[config.mk]
export PLATFORM = sky130hd
export DESIGN_NAME = framed_packet_receiver_unit_flat
export DESIGN_NICKNAME = d
export VERILOG_FILES = /design/src/rtl/frp_pkg.sv /design/src/rtl/frp_in_if.sv /design/src/rtl/frp_out_if.sv /design/src/rtl/frp_cfg_regs.sv /design/src/rtl/frp_parser.sv /design/src/rtl/framed_packet_receiver_unit.sv /design/src/flat_wrapper.sv
export SDC_FILE = /design/constraint.sdc
export NUM_CORES = 1
export LEC_CHECK = 0
export ABC_AREA = 1
export BUFFER_PORTS_ARGS = -buffer_cell sky130_fd_sc_hd__buf_2
export CAP_MARGIN = 0
export CORE_UTILIZATION = 61
export DETAILED_ROUTE_END_ITERATION = 16
export GPL_ROUTABILITY_DRIVEN = 1
export PLACE_DENSITY = 0.83
export SLEW_MARGIN = 10
export SYNTH_ARGS = -nofsm -noshare
export SYNTH_HDL_FRONTEND = slang
export SYNTH_SLANG_ARGS = --single-unit
[constraint.sdc]
create_clock -name clk -period 4.7 [get_ports clk]
set_input_delay 0.47 -clock clk [delete_from_list [all_inputs] [get_ports clk]]
set_output_delay 0.47 -clock clk [all_outputs]
set_load 0.01 [all_outputs]
[src/rtl/frp_pkg.sv]
// Package for the framed packet receiver: parser phase codes, register
// indexes, configuration and result structs shared by the RTL modules.
// Depends on nothing.
`default_nettype none

package frp_pkg;

	// Widths of the item fields and registers.
	localparam int unsigned ByteW  = 8;
	localparam int unsigned LenW   = 16;
	localparam int unsigned DataW  = 32;
	localparam int unsigned AddrW  = 4;

	// Reset values of the configuration registers.
	localparam logic             RstTwoByteLength = 1'b1;
	localparam logic [LenW-1:0]  RstMaxLength     = 16'd256;
	localparam logic [ByteW-1:0] RstStartCode     = 8'hCA;

	// Register indexes (byte address divided by four).
	typedef enum logic [1:0] {
		REG_TWO_BYTE_LENGTH = 2'd0,
		REG_MAX_LENGTH      = 2'd1,
		REG_START_CODE      = 2'd2,
		REG_UNUSED          = 2'd3
	} reg_idx_t;

	// Parser phases; codes 5 to 7 are not used and fall back to waiting.
	typedef enum logic [2:0] {
		PH_WAIT   = 3'd0,
		PH_LENGTH = 3'd1,
		PH_OPCODE = 3'd2,
		PH_DATA   = 3'd3,
		PH_CHECK  = 3'd4
	} phase_t;

	// Current configuration as seen by the parser.
	typedef struct packed {
		logic             two_byte_length;
		logic [LenW-1:0]  max_length;
		logic [ByteW-1:0] start_code;
	} cfg_t;

	// One result item.
	typedef struct packed {
		logic             payload_valid;
		logic [ByteW-1:0] payload_byte;
		logic [LenW-1:0]  payload_index;
		logic             frame_good;
		logic [ByteW-1:0] frame_opcode;
		logic [LenW-1:0]  frame_length;
	} result_t;

endpackage

`default_nettype wire

[src/rtl/frp_in_if.sv]
// Input channel of the framed packet receiver: one received byte per item.
// Depends on frp_pkg.
`default_nettype none

interface frp_in_if
	import frp_pkg::*;
();
	logic             valid;
	logic             ready;
	logic [ByteW-1:0] rx_byte;

	modport source (output valid, output rx_byte, input ready);
	modport sink (input valid, input rx_byte, output ready);
endinterface

`default_nettype wire

[src/rtl/frp_out_if.sv]
// Result channel of the framed packet receiver: one result per input byte.
// Depends on frp_pkg.
`default_nettype none

interface frp_out_if
	import frp_pkg::*;
();
	logic             valid;
	logic             ready;
	logic             payload_valid;
	logic [ByteW-1:0] payload_byte;
	logic [LenW-1:0]  payload_index;
	logic             frame_good;
	logic [ByteW-1:0] frame_opcode;
	logic [LenW-1:0]  frame_length;

	modport source (
		output valid, output payload_valid, output payload_byte, output payload_index,
		output frame_good, output frame_opcode, output frame_length, input ready
	);
	modport sink (
		input valid, input payload_valid, input payload_byte, input payload_index,
		input frame_good, input frame_opcode, input frame_length, output ready
	);
endinterface

`default_nettype wire

[src/rtl/frp_cfg_regs.sv]
// APB-style configuration registers of the framed packet receiver.
// Depends on frp_pkg.
`default_nettype none

module frp_cfg_regs
	import frp_pkg::*;
(
	input  wire logic             clk,
	input  wire logic             arst_n,
	input  wire logic             psel,
	input  wire logic             penable,
	input  wire logic             pwrite,
	input  wire logic [AddrW-1:0] paddr,
	input  wire logic [DataW-1:0] pwdata,
	output logic      [DataW-1:0] prdata,
	output logic                  pready,
	output cfg_t                  cfg
);
	cfg_t     cfg_q;
	reg_idx_t idx;
	logic     wr_en;

	assign pready = 1'b1;
	assign idx    = reg_idx_t'(paddr[AddrW-1:2]);
	assign wr_en  = psel & penable & pwrite & pready;
	assign cfg    = cfg_q;

	// Register writes; an index beyond the list is ignored.
	always_ff @(posedge clk or negedge arst_n) begin
		if (!arst_n) begin
			cfg_q.two_byte_length <= RstTwoByteLength;
			cfg_q.max_length      <= RstMaxLength;
			cfg_q.start_code      <= RstStartCode;
		end else if (wr_en) begin
			case (idx)
				REG_TWO_BYTE_LENGTH: cfg_q.two_byte_length <= pwdata[0];
				REG_MAX_LENGTH:      cfg_q.max_length      <= pwdata[LenW-1:0];
				REG_START_CODE:      cfg_q.start_code      <= pwdata[ByteW-1:0];
				default: ;
			endcase
		end
	end

	// Read back of the register values.
	always_comb begin
		prdata = '0;
		case (idx)
			REG_TWO_BYTE_LENGTH: prdata[0]          = cfg_q.two_byte_length;
			REG_MAX_LENGTH:      prdata[LenW-1:0]  = cfg_q.max_length;
			REG_START_CODE:      prdata[ByteW-1:0] = cfg_q.start_code;
			default:             prdata            = '0;
		endcase
	end
endmodule

`default_nettype wire

[src/rtl/frp_parser.sv]
// Frame parser of the framed packet receiver: phase register, length,
// opcode, count and checksum state, and the result of the byte at hand.
// Depends on frp_pkg.
`default_nettype none

module frp_parser
	import frp_pkg::*;
(
	input  wire logic             clk,
	input  wire logic             arst_n,
	input  wire logic             step,
	input  wire logic [ByteW-1:0] rx_byte,
	input  wire cfg_t             cfg,
	output result_t               res
);
	phase_t           phase_q, phase_d;
	logic [LenW-1:0]  length_acc_q, length_acc_d;
	logic             length_byte_seen_q, length_byte_seen_d;
	logic [ByteW-1:0] opcode_hold_q, opcode_hold_d;
	logic [LenW-1:0]  byte_count_q, byte_count_d;
	logic [ByteW-1:0] running_sum_q, running_sum_d;
	logic [LenW-1:0]  count_inc;

	assign count_inc = byte_count_q + 1'b1;

	// Next state and result for the byte at hand.
	always_comb begin
		phase_d            = phase_q;
		length_acc_d       = length_acc_q;
		length_byte_seen_d = length_byte_seen_q;
		opcode_hold_d      = opcode_hold_q;
		byte_count_d       = byte_count_q;
		running_sum_d      = running_sum_q;
		res                = '0;
		case (phase_q)
			PH_WAIT: begin
				if (rx_byte == cfg.start_code) begin
					phase_d            = PH_LENGTH;
					length_acc_d       = '0;
					length_byte_seen_d = 1'b0;
					running_sum_d      = '0;
					byte_count_d       = '0;
				end
			end
			PH_LENGTH: begin
				if (cfg.two_byte_length && !length_byte_seen_q) begin
					length_acc_d       = {rx_byte, {ByteW{1'b0}}};
					length_byte_seen_d = 1'b1;
				end else begin
					if (cfg.two_byte_length) begin
						length_acc_d = length_acc_q | {{(LenW-ByteW){1'b0}}, rx_byte};
					end else begin
						length_acc_d = {{(LenW-ByteW){1'b0}}, rx_byte};
					end
					length_byte_seen_d = 1'b0;
					byte_count_d       = '0;
					phase_d            = PH_OPCODE;
				end
			end
			PH_OPCODE: begin
				opcode_hold_d = rx_byte;
				phase_d       = PH_DATA;
			end
			PH_DATA: begin
				// A zero or oversized length drops the frame and eats the byte.
				if (byte_count_q >= length_acc_q || length_acc_q > cfg.max_length) begin
					phase_d = PH_WAIT;
				end else begin
					res.payload_valid = 1'b1;
					res.payload_byte  = rx_byte;
					res.payload_index = byte_count_q;
					running_sum_d     = running_sum_q + rx_byte;
					byte_count_d      = count_inc;
					if (count_inc == length_acc_q) begin
						phase_d = PH_CHECK;
					end
				end
			end
			PH_CHECK: begin
				phase_d = PH_WAIT;
				if (running_sum_q == rx_byte) begin
					res.frame_good   = 1'b1;
					res.frame_opcode = opcode_hold_q;
					res.frame_length = length_acc_q;
				end
			end
			default: begin
				phase_d = PH_WAIT;
			end
		endcase
	end

	// Parser state, advanced once per byte.
	always_ff @(posedge clk or negedge arst_n) begin
		if (!arst_n) begin
			phase_q            <= PH_WAIT;
			length_acc_q       <= '0;
			length_byte_seen_q <= 1'b0;
			opcode_hold_q      <= '0;
			byte_count_q       <= '0;
			running_sum_q      <= '0;
		end else if (step) begin
			phase_q            <= phase_d;
			length_acc_q       <= length_acc_d;
			length_byte_seen_q <= length_byte_seen_d;
			opcode_hold_q      <= opcode_hold_d;
			byte_count_q       <= byte_count_d;
			running_sum_q      <= running_sum_d;
		end
	end
endmodule

`default_nettype wire

[src/rtl/framed_packet_receiver_unit.sv]
// Top level of the framed packet receiver: input register, parser, result
// register and configuration port.
// Depends on frp_pkg, frp_in_if, frp_out_if, frp_cfg_regs and frp_parser.
//
//   Channel  Dir  Handshake        Payload
//   rx_ch    in   valid / ready    rx_byte
//   res_ch   out  valid / ready    payload_valid .. frame_length
//   APB      in   psel & penable   two_byte_length, max_length, start_code
//
// Each byte waits in the input register, where the parser works on it,
// and then sits in the result register.
// One byte is accepted in every cycle while the result side takes results.
// When the result register is held, the input register is held behind it,
// and rx_ch.ready drops once both are full.
// Reset empties both registers, sets the parser to wait for a start byte
// and loads the register defaults.
`default_nettype none

module framed_packet_receiver_unit
	import frp_pkg::*;
(
	input  wire logic             clk,
	input  wire logic             arst_n,
	frp_in_if.sink                rx_ch,
	frp_out_if.source             res_ch,
	input  wire logic             psel,
	input  wire logic             penable,
	input  wire logic             pwrite,
	input  wire logic [AddrW-1:0] paddr,
	input  wire logic [DataW-1:0] pwdata,
	output logic      [DataW-1:0] prdata,
	output logic                  pready
);
	cfg_t             cfg;
	result_t          res_comb;
	result_t          res_s2;
	logic             valid_s1, valid_s2;
	logic [ByteW-1:0] byte_s1;
	logic             adv_s2, adv_s1, step;

	frp_cfg_regs u_cfg (
		.clk     (clk),
		.arst_n  (arst_n),
		.psel    (psel),
		.penable (penable),
		.pwrite  (pwrite),
		.paddr   (paddr),
		.pwdata  (pwdata),
		.prdata  (prdata),
		.pready  (pready),
		.cfg     (cfg)
	);

	// Flow control: the result register frees when empty or taken.
	assign adv_s2      = !valid_s2 || res_ch.ready;
	assign adv_s1      = !valid_s1 || adv_s2;
	assign step        = valid_s1 && adv_s2;
	assign rx_ch.ready = adv_s1;

	frp_parser u_parser (
		.clk     (clk),
		.arst_n  (arst_n),
		.step    (step),
		.rx_byte (byte_s1),
		.cfg     (cfg),
		.res     (res_comb)
	);

	// Pipeline valid bits.
	always_ff @(posedge clk or negedge arst_n) begin
		if (!arst_n) begin
			valid_s1 <= 1'b0;
			valid_s2 <= 1'b0;
		end else begin
			if (adv_s1) begin
				valid_s1 <= rx_ch.valid;
			end
			if (adv_s2) begin
				valid_s2 <= valid_s1;
			end
		end
	end

	// Pipeline payload.
	always_ff @(posedge clk) begin
		if (adv_s1 && rx_ch.valid) begin
			byte_s1 <= rx_ch.rx_byte;
		end
		if (step) begin
			res_s2 <= res_comb;
		end
	end

	// Result channel.
	assign res_ch.valid         = valid_s2;
	assign res_ch.payload_valid = res_s2.payload_valid;
	assign res_ch.payload_byte  = res_s2.payload_byte;
	assign res_ch.payload_index = res_s2.payload_index;
	assign res_ch.frame_good    = res_s2.frame_good;
	assign res_ch.frame_opcode  = res_s2.frame_opcode;
	assign res_ch.frame_length  = res_s2.frame_length;
endmodule

`default_nettype wire

[src/flat_wrapper.sv]
// flat-port wrapper written by rule: the top's interface ports become plain ports
module framed_packet_receiver_unit_flat import frp_pkg::*;
  (clk, arst_n, psel, penable, pwrite, paddr, pwdata, prdata, pready, rx_ch_valid, rx_ch_rx_byte, rx_ch_ready, res_ch_valid, res_ch_payload_valid, res_ch_payload_byte, res_ch_payload_index, res_ch_frame_good, res_ch_frame_opcode, res_ch_frame_length, res_ch_ready);
  frp_in_if rx_ch_i ();
  frp_out_if res_ch_i ();
  input  wire logic clk;
  input  wire logic arst_n;
  input  wire logic psel;
  input  wire logic penable;
  input  wire logic pwrite;
  input  wire logic [AddrW-1:0] paddr;
  input  wire logic [DataW-1:0] pwdata;
  output logic      [DataW-1:0] prdata;
  output logic pready;
  input wire logic [$bits(rx_ch_i.valid)-1:0] rx_ch_valid;
  input wire logic [$bits(rx_ch_i.rx_byte)-1:0] rx_ch_rx_byte;
  output wire logic [$bits(rx_ch_i.ready)-1:0] rx_ch_ready;
  output wire logic [$bits(res_ch_i.valid)-1:0] res_ch_valid;
  output wire logic [$bits(res_ch_i.payload_valid)-1:0] res_ch_payload_valid;
  output wire logic [$bits(res_ch_i.payload_byte)-1:0] res_ch_payload_byte;
  output wire logic [$bits(res_ch_i.payload_index)-1:0] res_ch_payload_index;
  output wire logic [$bits(res_ch_i.frame_good)-1:0] res_ch_frame_good;
  output wire logic [$bits(res_ch_i.frame_opcode)-1:0] res_ch_frame_opcode;
  output wire logic [$bits(res_ch_i.frame_length)-1:0] res_ch_frame_length;
  input wire logic [$bits(res_ch_i.ready)-1:0] res_ch_ready;
  assign rx_ch_i.valid = rx_ch_valid;
  assign rx_ch_i.rx_byte = rx_ch_rx_byte;
  assign rx_ch_ready = rx_ch_i.ready;
  assign res_ch_valid = res_ch_i.valid;
  assign res_ch_payload_valid = res_ch_i.payload_valid;
  assign res_ch_payload_byte = res_ch_i.payload_byte;
  assign res_ch_payload_index = res_ch_i.payload_index;
  assign res_ch_frame_good = res_ch_i.frame_good;
  assign res_ch_frame_opcode = res_ch_i.frame_opcode;
  assign res_ch_frame_length = res_ch_i.frame_length;
  assign res_ch_i.ready = res_ch_ready;
  framed_packet_receiver_unit u_core (.clk(clk), .arst_n(arst_n), .rx_ch(rx_ch_i), .res_ch(res_ch_i), .psel(psel), .penable(penable), .pwrite(pwrite), .paddr(paddr), .pwdata(pwdata), .prdata(prdata), .pready(pready));
endmodule
==> results of run 1 <==
==> layout make-up <==
class	instances	area share
inverter	121	0.0521
multi-input combinational	601	0.367
timing repair buffer	102	0.0595
clock inverter	11	0.0167
clock buffer	21	0.0529
sequential	137	0.428
tap	168	0.0241
==> worst min path at each step <==
stage,depth (start not counted),to
4_1_cts,1,u_core.byte_s1[6]
3_5_place_dp,2,u_core.u_parser.running_sum_q[5]
5_1_grt,1,u_core.byte_s1[4]
3_3_place_gp,2,u_core.u_parser.running_sum_q[5]
6_report,1,u_core.u_parser.length_acc_q[9]
2_1_floorplan,0,u_core.res_ch.valid
==> registers in the layout, summed over array words and instances, names as in the netlist, 16 cells and up <==
| name | flops |
|---|---|
| u_core.u_cfg.cfg | 25 |
| u_core.res_ch.frame_length | 16 |
| u_core.res_ch.payload_index | 16 |
| u_core.u_parser.byte_count_q | 16 |
| u_core.u_parser.length_acc_q | 16 |
==> power by group <==
group	switching (uW)	internal, uW
logic	954	493
registers	205	1520
clock network	499	860
total	1660	2870
==> synthesized netlist by cell type (all sizes together) <==
| cell type | count |
|---|---|
| dfrtp | 73 |
| fa | 1 |
| o31ai | 1 |
| edfxtp | 58 |
| inv | 121 |
| nor2 | 113 |
| ha | 44 |
| xor2 | 9 |
| clkbuf | 12 |
| dfstp | 6 |
| nand3b | 3 |
| o21bai | 2 |
| o21ai | 44 |
| a31oi | 2 |
| nor3b | 1 |
| buf | 27 |
| nand2 | 212 |
| a21oi | 44 |
| nand4 | 14 |
| and3 | 1 |
| o211ai | 1 |
| nor4 | 2 |
| xnor3 | 1 |
| xnor2 | 6 |
| o22ai | 8 |
| a211o | 1 |
| or2 | 1 |
| a31o | 1 |
| conb | 2 |
| nand3 | 66 |
| nor3 | 5 |
| o21a | 1 |
==> cells by family after synthesis <==
kind of cell             count (synthesis)  synth area share
AND/OR/NAND/NOR                        418             0.244
flip-flops                             137             0.493
other                                    2          0.000994
AO/OA/AOI/OAI                          105            0.0744
buffers and inverters                  160            0.0911
XOR/XNOR                                16            0.0204
adder cells (fa/ha/maj)                 45            0.0755
==> critical path: stages (launching register included) <==
cell and delay, ns:
dfrtp_1 0.42, ha_1 0.35, nand2_1 0.08, inv_1 0.06
nand3_1 0.10, nor4_2 0.29, inv_2 0.08, o21ai_2 0.21
nand3_4 0.32, nand2_4 0.33, nand2_4 0.19, nand2_1 0.10
nand2_1 0.05
==> per-layer routing <==
layer / track usage / vias to the layer above
li1: - / 3041
met1: 0.377 / 2846
met2: 0.460 / 268
met3: 0.0578 / 35
met4: 0.124 / 0
met5: 0 / -
==> stage by stage <==
step,utilization,setup slack [ns],total power [uW],cell area [sq um]
5_1_grt,0.722,1.79,4790,8710
3_3_place_gp,0.672,2.06,3090,8110
2_1_floorplan,-,2.14,2760,7610
6_report,0.722,1.99,4530,8710
3_5_place_dp,0.672,2.02,3140,8110
4_1_cts,0.722,1.99,4520,8710
==> impl_metrics.ini, run 1 <==
[grt]
grt_first_pass_wirelength_um = 27900
grt_max_degree = 80
overflow = 0
antenna_found_initial = 0
grt_usage = 0.285
grt_pass1_vias = 5751

[route]
drt_iter0_drc = 449
met1_length_um = 7230
vias = 6190
routedWlPerCell_um = 14.8
drt_wl_total_um = 17200
highest_layer = met4
ant_nets = 0
wl_met3_um = 1350
viasPerCell = 5.33
route.met2.wl_um = 8170
drc = 0
drtPass1Iterations = 5

[final_layout]
final_common_cell = nand2_1
multi_input_area_sq_um = 3200
diodes = 0
drive_gt1_frac = 0.173
regArea_sq_um = 3730
area_growth_pct = 15.3
instances_no_fill = 1161
layout_common_cells = nand2_1, inv_1, nor2_1
layout.nets = 1076
num-fill-cells = 945

[yosys]
synthTopCellsByArea = dfrtp_1, edfxtp_1, nand2_1
synth_cells = 883
synth_area_sq_um = 7550
yosysWarnings = 0
ys_types = 46
synth_top_area_share = 0.242
synth-seq-cells = 137
yosysSeqAreaShare = 0.493
synth_area_per_cell_sq_um = 8.56
synth_area_leader_cell = dfrtp_1

[clock_network]
cts-root-buf = clkbuf_16
cts_buffer_depth = 2
cts_buffers = 17
cts.sinks = 137
cts.clk_slew.worst_paths_ns = 0.06
cts_tree = done
htreeDepth = 4
cts_setup_buffers = 0
cts-resized-gates = 0
hold_buffers = 0
insertion_delay_ns = 0.43

[sta]
setup_violations = 0
fmax_ghz = 0.369
timing.hold.ws_ns = 0.181
min_period_ns = 2.71
fin_skew_ns = 0.0102
drv_slew = 0
worst_pin_slew_ns = 1.03
relSlewSlack = 0.314
grt_setup_unrepaired = false
finalCritPeriodShare = 0.577
final.setup.tns_ns = 0
hold_viol = 0

[placed_design]
placed_cells = 1129
gp_congestion = 0.927
io_buffer_count = 100
post-dp-hpwl_um = 11900

[setup_path]
path_max_fanout = 26
arrival_ns = 3.02
crit_path_end_kind = flip-flop
rrSetupSlack_ns = 1.99
r2r_start = u_core.u_parser.length_acc_q[15]
required_ns = 5.01
crit_path_start_kind = flip-flop
crit_path_end = u_core.u_parser.byte_count_q[12]
ff2ff_path_depth = 12
criticalPathCategory = reg -> reg
regToRegEndpoint = u_core.u_parser.byte_count_q[12]
critPathLaunch = u_core.u_parser.length_acc_q[15]

[job]
drv_cap = 0

[pwr]
p_per_area_nw_per_um2 = 520
ir_worst_vdd_mv = 0.308
p_leak_uw = 0.00427

[min_path]
holdCritPathClass = in -> async

[floorplanning]
ioPinCount = 136
die_h_um = 113
row_count = 40
die-area_sq_um = 12800
start_util = 0.626
die_w_um = 113
core-area_sq_um = 12100

[status]
status = completed
No activity file was read; power rests on OpenSTA's default activity.
==> inputs of run 2 (changes only) <==
Settings changed: ABC_AREA 1 to 0, CORE_UTILIZATION 61 to 51, PLACE_DENSITY 0.83 to 0.74.
Clock period 4.7 ns to 2.3 ns, I/O delays scaled along.
==> run 2 against run 1 <==
  * Power up 150%
  * Critical path type unchanged
  * Combinational power rose to 3.5 times the previous value
  * The flow now finishes with violations (setup timing)
  * Worst hold slack worse by 0.17 ns
==> impl_metrics.ini, run 2 <==
[placed_design]
post-dp-hpwl_um = 14200
gp_congestion = 0.936
place_area_sq_um = 8960
io_buffer_count = 100
placed_cells = 1044

[yosys]
yosysMostFrequentCell = dfrtp_1
synth_area_per_cell_sq_um = 11.1
yosysSeqAreaShare = 0.502
synth-seq-cells = 137
synthTopCellsByArea = dfrtp_1, edfxtp_1, ha_1
synth_top_area_share = 0.246
synthFlopType = dfrtp_1
yosysWarnings = 0
synth_cells = 669
synth_area_sq_um = 7420
synthArstFlopShare = 0.577
synth_area_leader_cell = dfrtp_1
ys_types = 62
synth_edf_count = 58
ys_top_cells_by_count = dfrtp_1, edfxtp_1, and2_1

[pwr]
p_switching_uw = 4050
intPower_uw = 7210
p_clk_frac = 0.240
p_per_area_nw_per_um2 = 1100
p_leak_uw = 0.00478
ir_worst_vdd_mv = 0.681
swShare = 0.360
pwr-share-seq = 0.306
combPwrFrac = 0.454

[route]
ant_nets = 0
vias = 6230
viasPerCell = 5.62
drc = 0
drt_wl_total_um = 20700
drt_iter0_drc = 534
drtPass1Iterations = 5
routedWlPerCell_um = 18.6

[sta]
drv_slew = 0
finalCritPeriodShare = 1.23
min_period_ns = 2.83
timing.hold.ws_ns = 0.0131
layout_setup_ws_ns = -0.530
relSlewSlack = 0.559
grt_setup_unrepaired = true
setup_violations = 52
fmax_ghz = 0.353
hold_viol = 0
worst_pin_slew_ns = 0.662
final.setup.tns_ns = -20.41
fin_skew_ns = 0.0115

[grt]
grt_max_degree = 49
antenna_found_initial = 0
grt_first_pass_wirelength_um = 32300
overflow = 0
grt_pass1_vias = 6367
grt_usage = 0.290

[clock_network]
cts-root-buf = clkbuf_16
cts_buffer_depth = 2
cts.sinks = 137
cts_buffers = 17
cts_tree = done
cts.clk_slew.worst_paths_ns = 0.06
insertion_delay_ns = 0.43
htreeDepth = 4

[final_layout]
area_growth_pct = 37.9
finish.instance_area_sq_um = 10200
drive_gt1_frac = 0.426
final_common_cell = buf_4
layout.nets = 1012
instances_no_fill = 1109
fin_util = 0.729
largest_reg_flops = 25
layout_common_cells = buf_4, buf_2, dfrtp_1
diodes = 0

[floorplanning]
ioPinCount = 136
row_count = 43
die_h_um = 123
start_util = 0.529
die_w_um = 123
die-area_sq_um = 15000
core-area_sq_um = 14000

[setup_path]
crit_path_start_kind = flip-flop
crit_path_end_kind = flip-flop
rrSetupSlack_ns = -0.53
r2r_start = u_core.u_cfg.cfg[16]
ff2ff_path_depth = 12
arrival_ns = 3.14
path_max_fanout = 4
criticalPathCategory = reg -> reg
regToRegEndpoint = u_core.u_parser.phase_q[0]
required_ns = 2.61

[status]
violations = setup timing
status = finished, violations left

[min_path]
hold_end = u_core.valid_s1
hold_depth = 2
hold_start = rx_ch_valid
holdCritPathClass = in -> reg

[job]
drv_cap = 0
run 2: critical path: stages (launching register included):
cell and delay (ns):
dfstp_2 0.53, inv_2 0.05, ha_4 0.25, nand4_1 0.13, or4_4 0.48, nor2_4 0.13, a21oi_4 0.05, buf_4 0.15
buf_6 0.11, buf_6 0.12, o31ai_4 0.26, o31ai_4 0.14, mux2_4 0.32
run 2: layout make-up:
type,instances,area [sq um]
Clock buffer,21,440
Clock inverter,11,129
Fill cell,964,3800
Inverter,44,169
Multi-Input combinational cell,456,3730
Sequential cell,137,3730
Tap cell,180,225
Timing Repair Buffer,260,1820
run 2: kinds of logic (layout without fill, tap and decap cells):
kind of cell,count (synthesis),after routing,share of synthesized area
AO/OA/AOI/OAI,110,110,0.106
XOR/XNOR,38,38,0.0448
adder cells (fa/ha/maj),45,45,0.0769
buffers and inverters,91,336,0.0571
flip-flops,137,137,0.502
multiplexers,41,41,0.0622
other,2,17,0.00101
AND/OR/NAND/NOR,205,205,0.150
run 2: how the worst max path moves through the flow:
stage	from	to	slack (ns)	depth (start not counted)
after global placement	u_core.u_parser.length_acc_q[15]	u_core.u_parser.byte_count_q[12]	-0.45	9
after CTS	u_core.u_cfg.cfg[16]	u_core.u_parser.byte_count_q[13]	-0.45	10
after floorplan	u_core.u_cfg.cfg[16]	u_core.u_parser.byte_count_q[14]	-0.49	12
after global routing	u_core.u_cfg.cfg[16]	u_core.u_parser.byte_count_q[7]	-0.61	10
after detailed placement	u_core.u_parser.length_acc_q[11]	u_core.u_parser.byte_count_q[7]	-0.57	10
final	u_core.u_cfg.cfg[16]	u_core.u_parser.phase_q[0]	-0.53	12
run 2: stage by stage:
stage | total power [uW] | setup slack [ns]
floorplan | 5730 | -0.486
global placement | 7200 | -0.449
detailed placement | 7390 | -0.573
CTS | 10900 | -0.448
global route | 11800 | -0.605
finish | 11300 | -0.530
run 2: routing by layer:
metal	track usage	vias up	share of wire
met2	0.472	273	0.49
met5	0	-	0
met1	0.364	3069	0.41
li1	-	2837	-
met4	0.155	0	0.034
met3	0.0567	51	0.060
run 2: timing repair:
| item | CTS | global route |
|---|---|---|
| endpoints found under the setup margin | 66 | 77 |
| hold buffers | 9 | 0 |
| pin swaps | 23 | 4 |
| buffers inserted | 20 | 4 |
| endpoints found under the hold margin | 49 | 0 |
| gates cloned | 2 | 0 |
| resized for setup | 72 | 23 |
run 2: power by group through the flow:
stage / Sequential, uW / Clock (uW) / Combinational [uW]
finish: 3440 / 2710 / 5110
global route: 3490 / 2820 / 5440
CTS: 3420 / 2720 / 4780
detailed placement: 3470 / 0 / 3920
floorplan: 3470 / 0 / 2270
global placement: 3430 / 0 / 3770
==> inputs of run 3 (changes only) <==
Settings changed: SYNTH_HIERARCHICAL set to 1.
==> run 3 against run 2 <==
  * The run still ends with setup timing left
  * Sequential share of layout area is 0.87 points lower
  * Synthesized cell count is 1.5% higher
  * Clock power is 7.4% lower
  * Final cell count is 2.0% higher
  * Via count is 3.9% higher
  * Largest power group unchanged
==> impl_metrics.ini, run 3 <==
[pwr]
p_per_area_nw_per_um2 = 1090
p_leak_uw = 0.00477
ir_worst_vdd_mv = 0.789
power.total_uw = 11400

[yosys]
synth_area_sq_um = 7530
synth_area_per_cell_sq_um = 11.1
synth-seq-cells = 137
yosysWarnings = 6
yosysSeqAreaShare = 0.495
synth_top_area_share = 0.243
synthFlopType = dfrtp_1
synth_area_leader_cell = dfrtp_1
ys_top_cells_by_count = dfrtp_1, edfxtp_1, ha_1
synthTopCellsByArea = dfrtp_1, edfxtp_1, ha_1
synth_cells = 679
yosysMostFrequentCell = dfrtp_1
ys_types = 67
synth_edf_count = 58
synthArstFlopShare = 0.577

[setup_path]
r2r_start = u_core/u_parser/length_acc_q[7]
crit_path_start_kind = flip-flop
path_max_fanout = 5
arrival_ns = 3.05
critPathLaunch = u_core/u_parser/length_acc_q[7]
criticalPathCategory = reg -> reg
path_cells = buf_4 > ha_1 > a21oi_2 > o21ai_1 > o2bb2ai_1 > a2111o_1 > a21oi_4 > buf_6 > a21oi_4 > nor2_1 > mux2_4
worst_path_max_delay_cell = a2111o_1
ff2ff_path_depth = 11
critPathMaxStageDelay_ns = 0.45
rrSetupSlack_ns = -0.43
crit_path_end = u_core/u_parser/phase_q[0]
regToRegEndpoint = u_core/u_parser/phase_q[0]
critPathMostFrequentCell = a21oi_4
required_ns = 2.62
crit_path_end_kind = flip-flop

[final_layout]
diodes = 0
finish.instance_area_sq_um = 10500
num-fill-cells = 971
final_common_cell = buf_4
largest_reg_flops = 25
multi_input_area_sq_um = 3890
layout_common_cells = buf_4, buf_2, dfrtp_1
layout.nets = 1031
fin_util = 0.724
drive_gt1_frac = 0.450
regArea_sq_um = 3730
area_growth_pct = 39.3

[grt]
antenna_found_initial = 0
grt_max_degree = 42
grt_usage = 0.293
grt_pass1_vias = 6517
overflow = 0
grt_first_pass_wirelength_um = 33200

[floorplanning]
start_util = 0.520
die-area_sq_um = 15300
die_h_um = 123
row_count = 44
die_w_um = 123
core-area_sq_um = 14500
ioPinCount = 136

[clock_network]
cts-root-buf = clkbuf_16
cts.clk_slew.worst_paths_ns = 0.06
cts_buffer_depth = 2
htreeDepth = 4
cts_tree = done
cts_buffers = 17
cts.sinks = 137
insertion_delay_ns = 0.43

[sta]
layout_setup_ws_ns = -0.426
setup_violations = 60
timing.hold.ws_ns = 0.0304
hold_viol = 0
fmax_ghz = 0.367
worst_pin_slew_ns = 0.620
relSlewSlack = 0.587
grt_setup_unrepaired = true
finalCritPeriodShare = 1.19
fin_skew_ns = 0.00935
min_period_ns = 2.73
drv_slew = 0
final.setup.tns_ns = -18.62

[route]
drc = 0
viasPerCell = 5.73
met1_length_um = 8620
route.met2.wl_um = 10300
drtPass1Iterations = 5
drt_iter0_drc = 542
ant_nets = 0
highest_layer = met4
vias = 6476
wl_met3_um = 1720
routedWlPerCell_um = 19.2
drt_wl_total_um = 21700

[status]
violations = setup timing
status = finished, violations left

[min_path]
holdCritPathClass = in -> reg
hold_start = pwdata[15]

[placed_design]
io_buffer_count = 100
gp_congestion = 0.927
post-dp-hpwl_um = 14800
place_area_sq_um = 9160

[job]
drv_cap = 0
## run 3: cell count changes after synthesis, sizes merged, moves of 8 or more
| cell | delta |
|---|---|
| nand3 | +12 |
| o31ai | -17 |
| nand2 | -11 |
| xor2 | -9 |
| and3 | +26 |
| o21ai | +16 |
| and2 | -13 |
| o22a | +8 |
| nor2 | -11 |
| nand4 | +9 |
## run 3: cell type report
class | instances | share of cell area
well taps | 184 | 0.0220
flip-flops and latches | 137 | 0.355
inverters | 38 | 0.0136
repair buffers | 273 | 0.187
multi-input cells | 467 | 0.371
clock buffers | 20 | 0.0426
clock inverters | 12 | 0.00847
## run 3: cell families after synthesis
kind of cell    share of synthesized area
compound gates                      0.109
simple gates                        0.166
fa+ha+maj                          0.0774
other cells                      0.000998
buf+inv                            0.0575
xor+xnor                           0.0372
mux                                0.0570
flops                               0.495
## run 3: what timing repair did
item	in CTS	in global routing
endpoints found under the hold margin	44	0
gates cloned	4	1
hold buffers	10	0
pin swaps	29	28
buffers inserted	13	11
gates resized for setup	72	54
endpoints found under the setup margin	69	85
## run 3: critical path: cells and delay by family (launching register included)
kind / cells / cell delay (ns)
flip-flops: 1 / 0.39
adder cells (fa/ha/maj): 1 / 0.30
AND/OR/NAND/NOR: 1 / 0.14
AO/OA/AOI/OAI: 6 / 1.14
buffers and inverters: 2 / 0.32
multiplexers: 1 / 0.32
## run 3: through the flow
stage,worst slack (ns),instances
after floorplan,-0.339,694
after global placement,-0.380,1066
after detailed placement,-0.492,1066
after CTS,-0.382,1123
after global routing,-0.469,1131
final,-0.426,1131
## run 3: metal layers
metal / vias up / GRT usage
met5: - / 0
met4: 0 / 0.165
met3: 78 / 0.0660
met2: 322 / 0.470
met1: 3150 / 0.365
li1: 2926 / -
## run 3: how the worst min path moves through the flow
stage / end / depth (start not counted)
floorplan: u_core/res_ch.valid / 0
CTS: u_core/u_cfg/cfg[23] / 2
global route: u_core/u_cfg/cfg[23] / 2
global placement: u_core/u_parser/opcode_hold_q[1] / 1
detailed placement: u_core/u_parser/opcode_hold_q[7] / 1
finish: u_core/u_cfg/cfg[23] / 2
## run 3: report_power, final
group | switching, uW | internal, uW
clock | 1100 | 1410
combinational | 2860 | 2600
sequential | 386 | 3080
total | 4350 | 7100
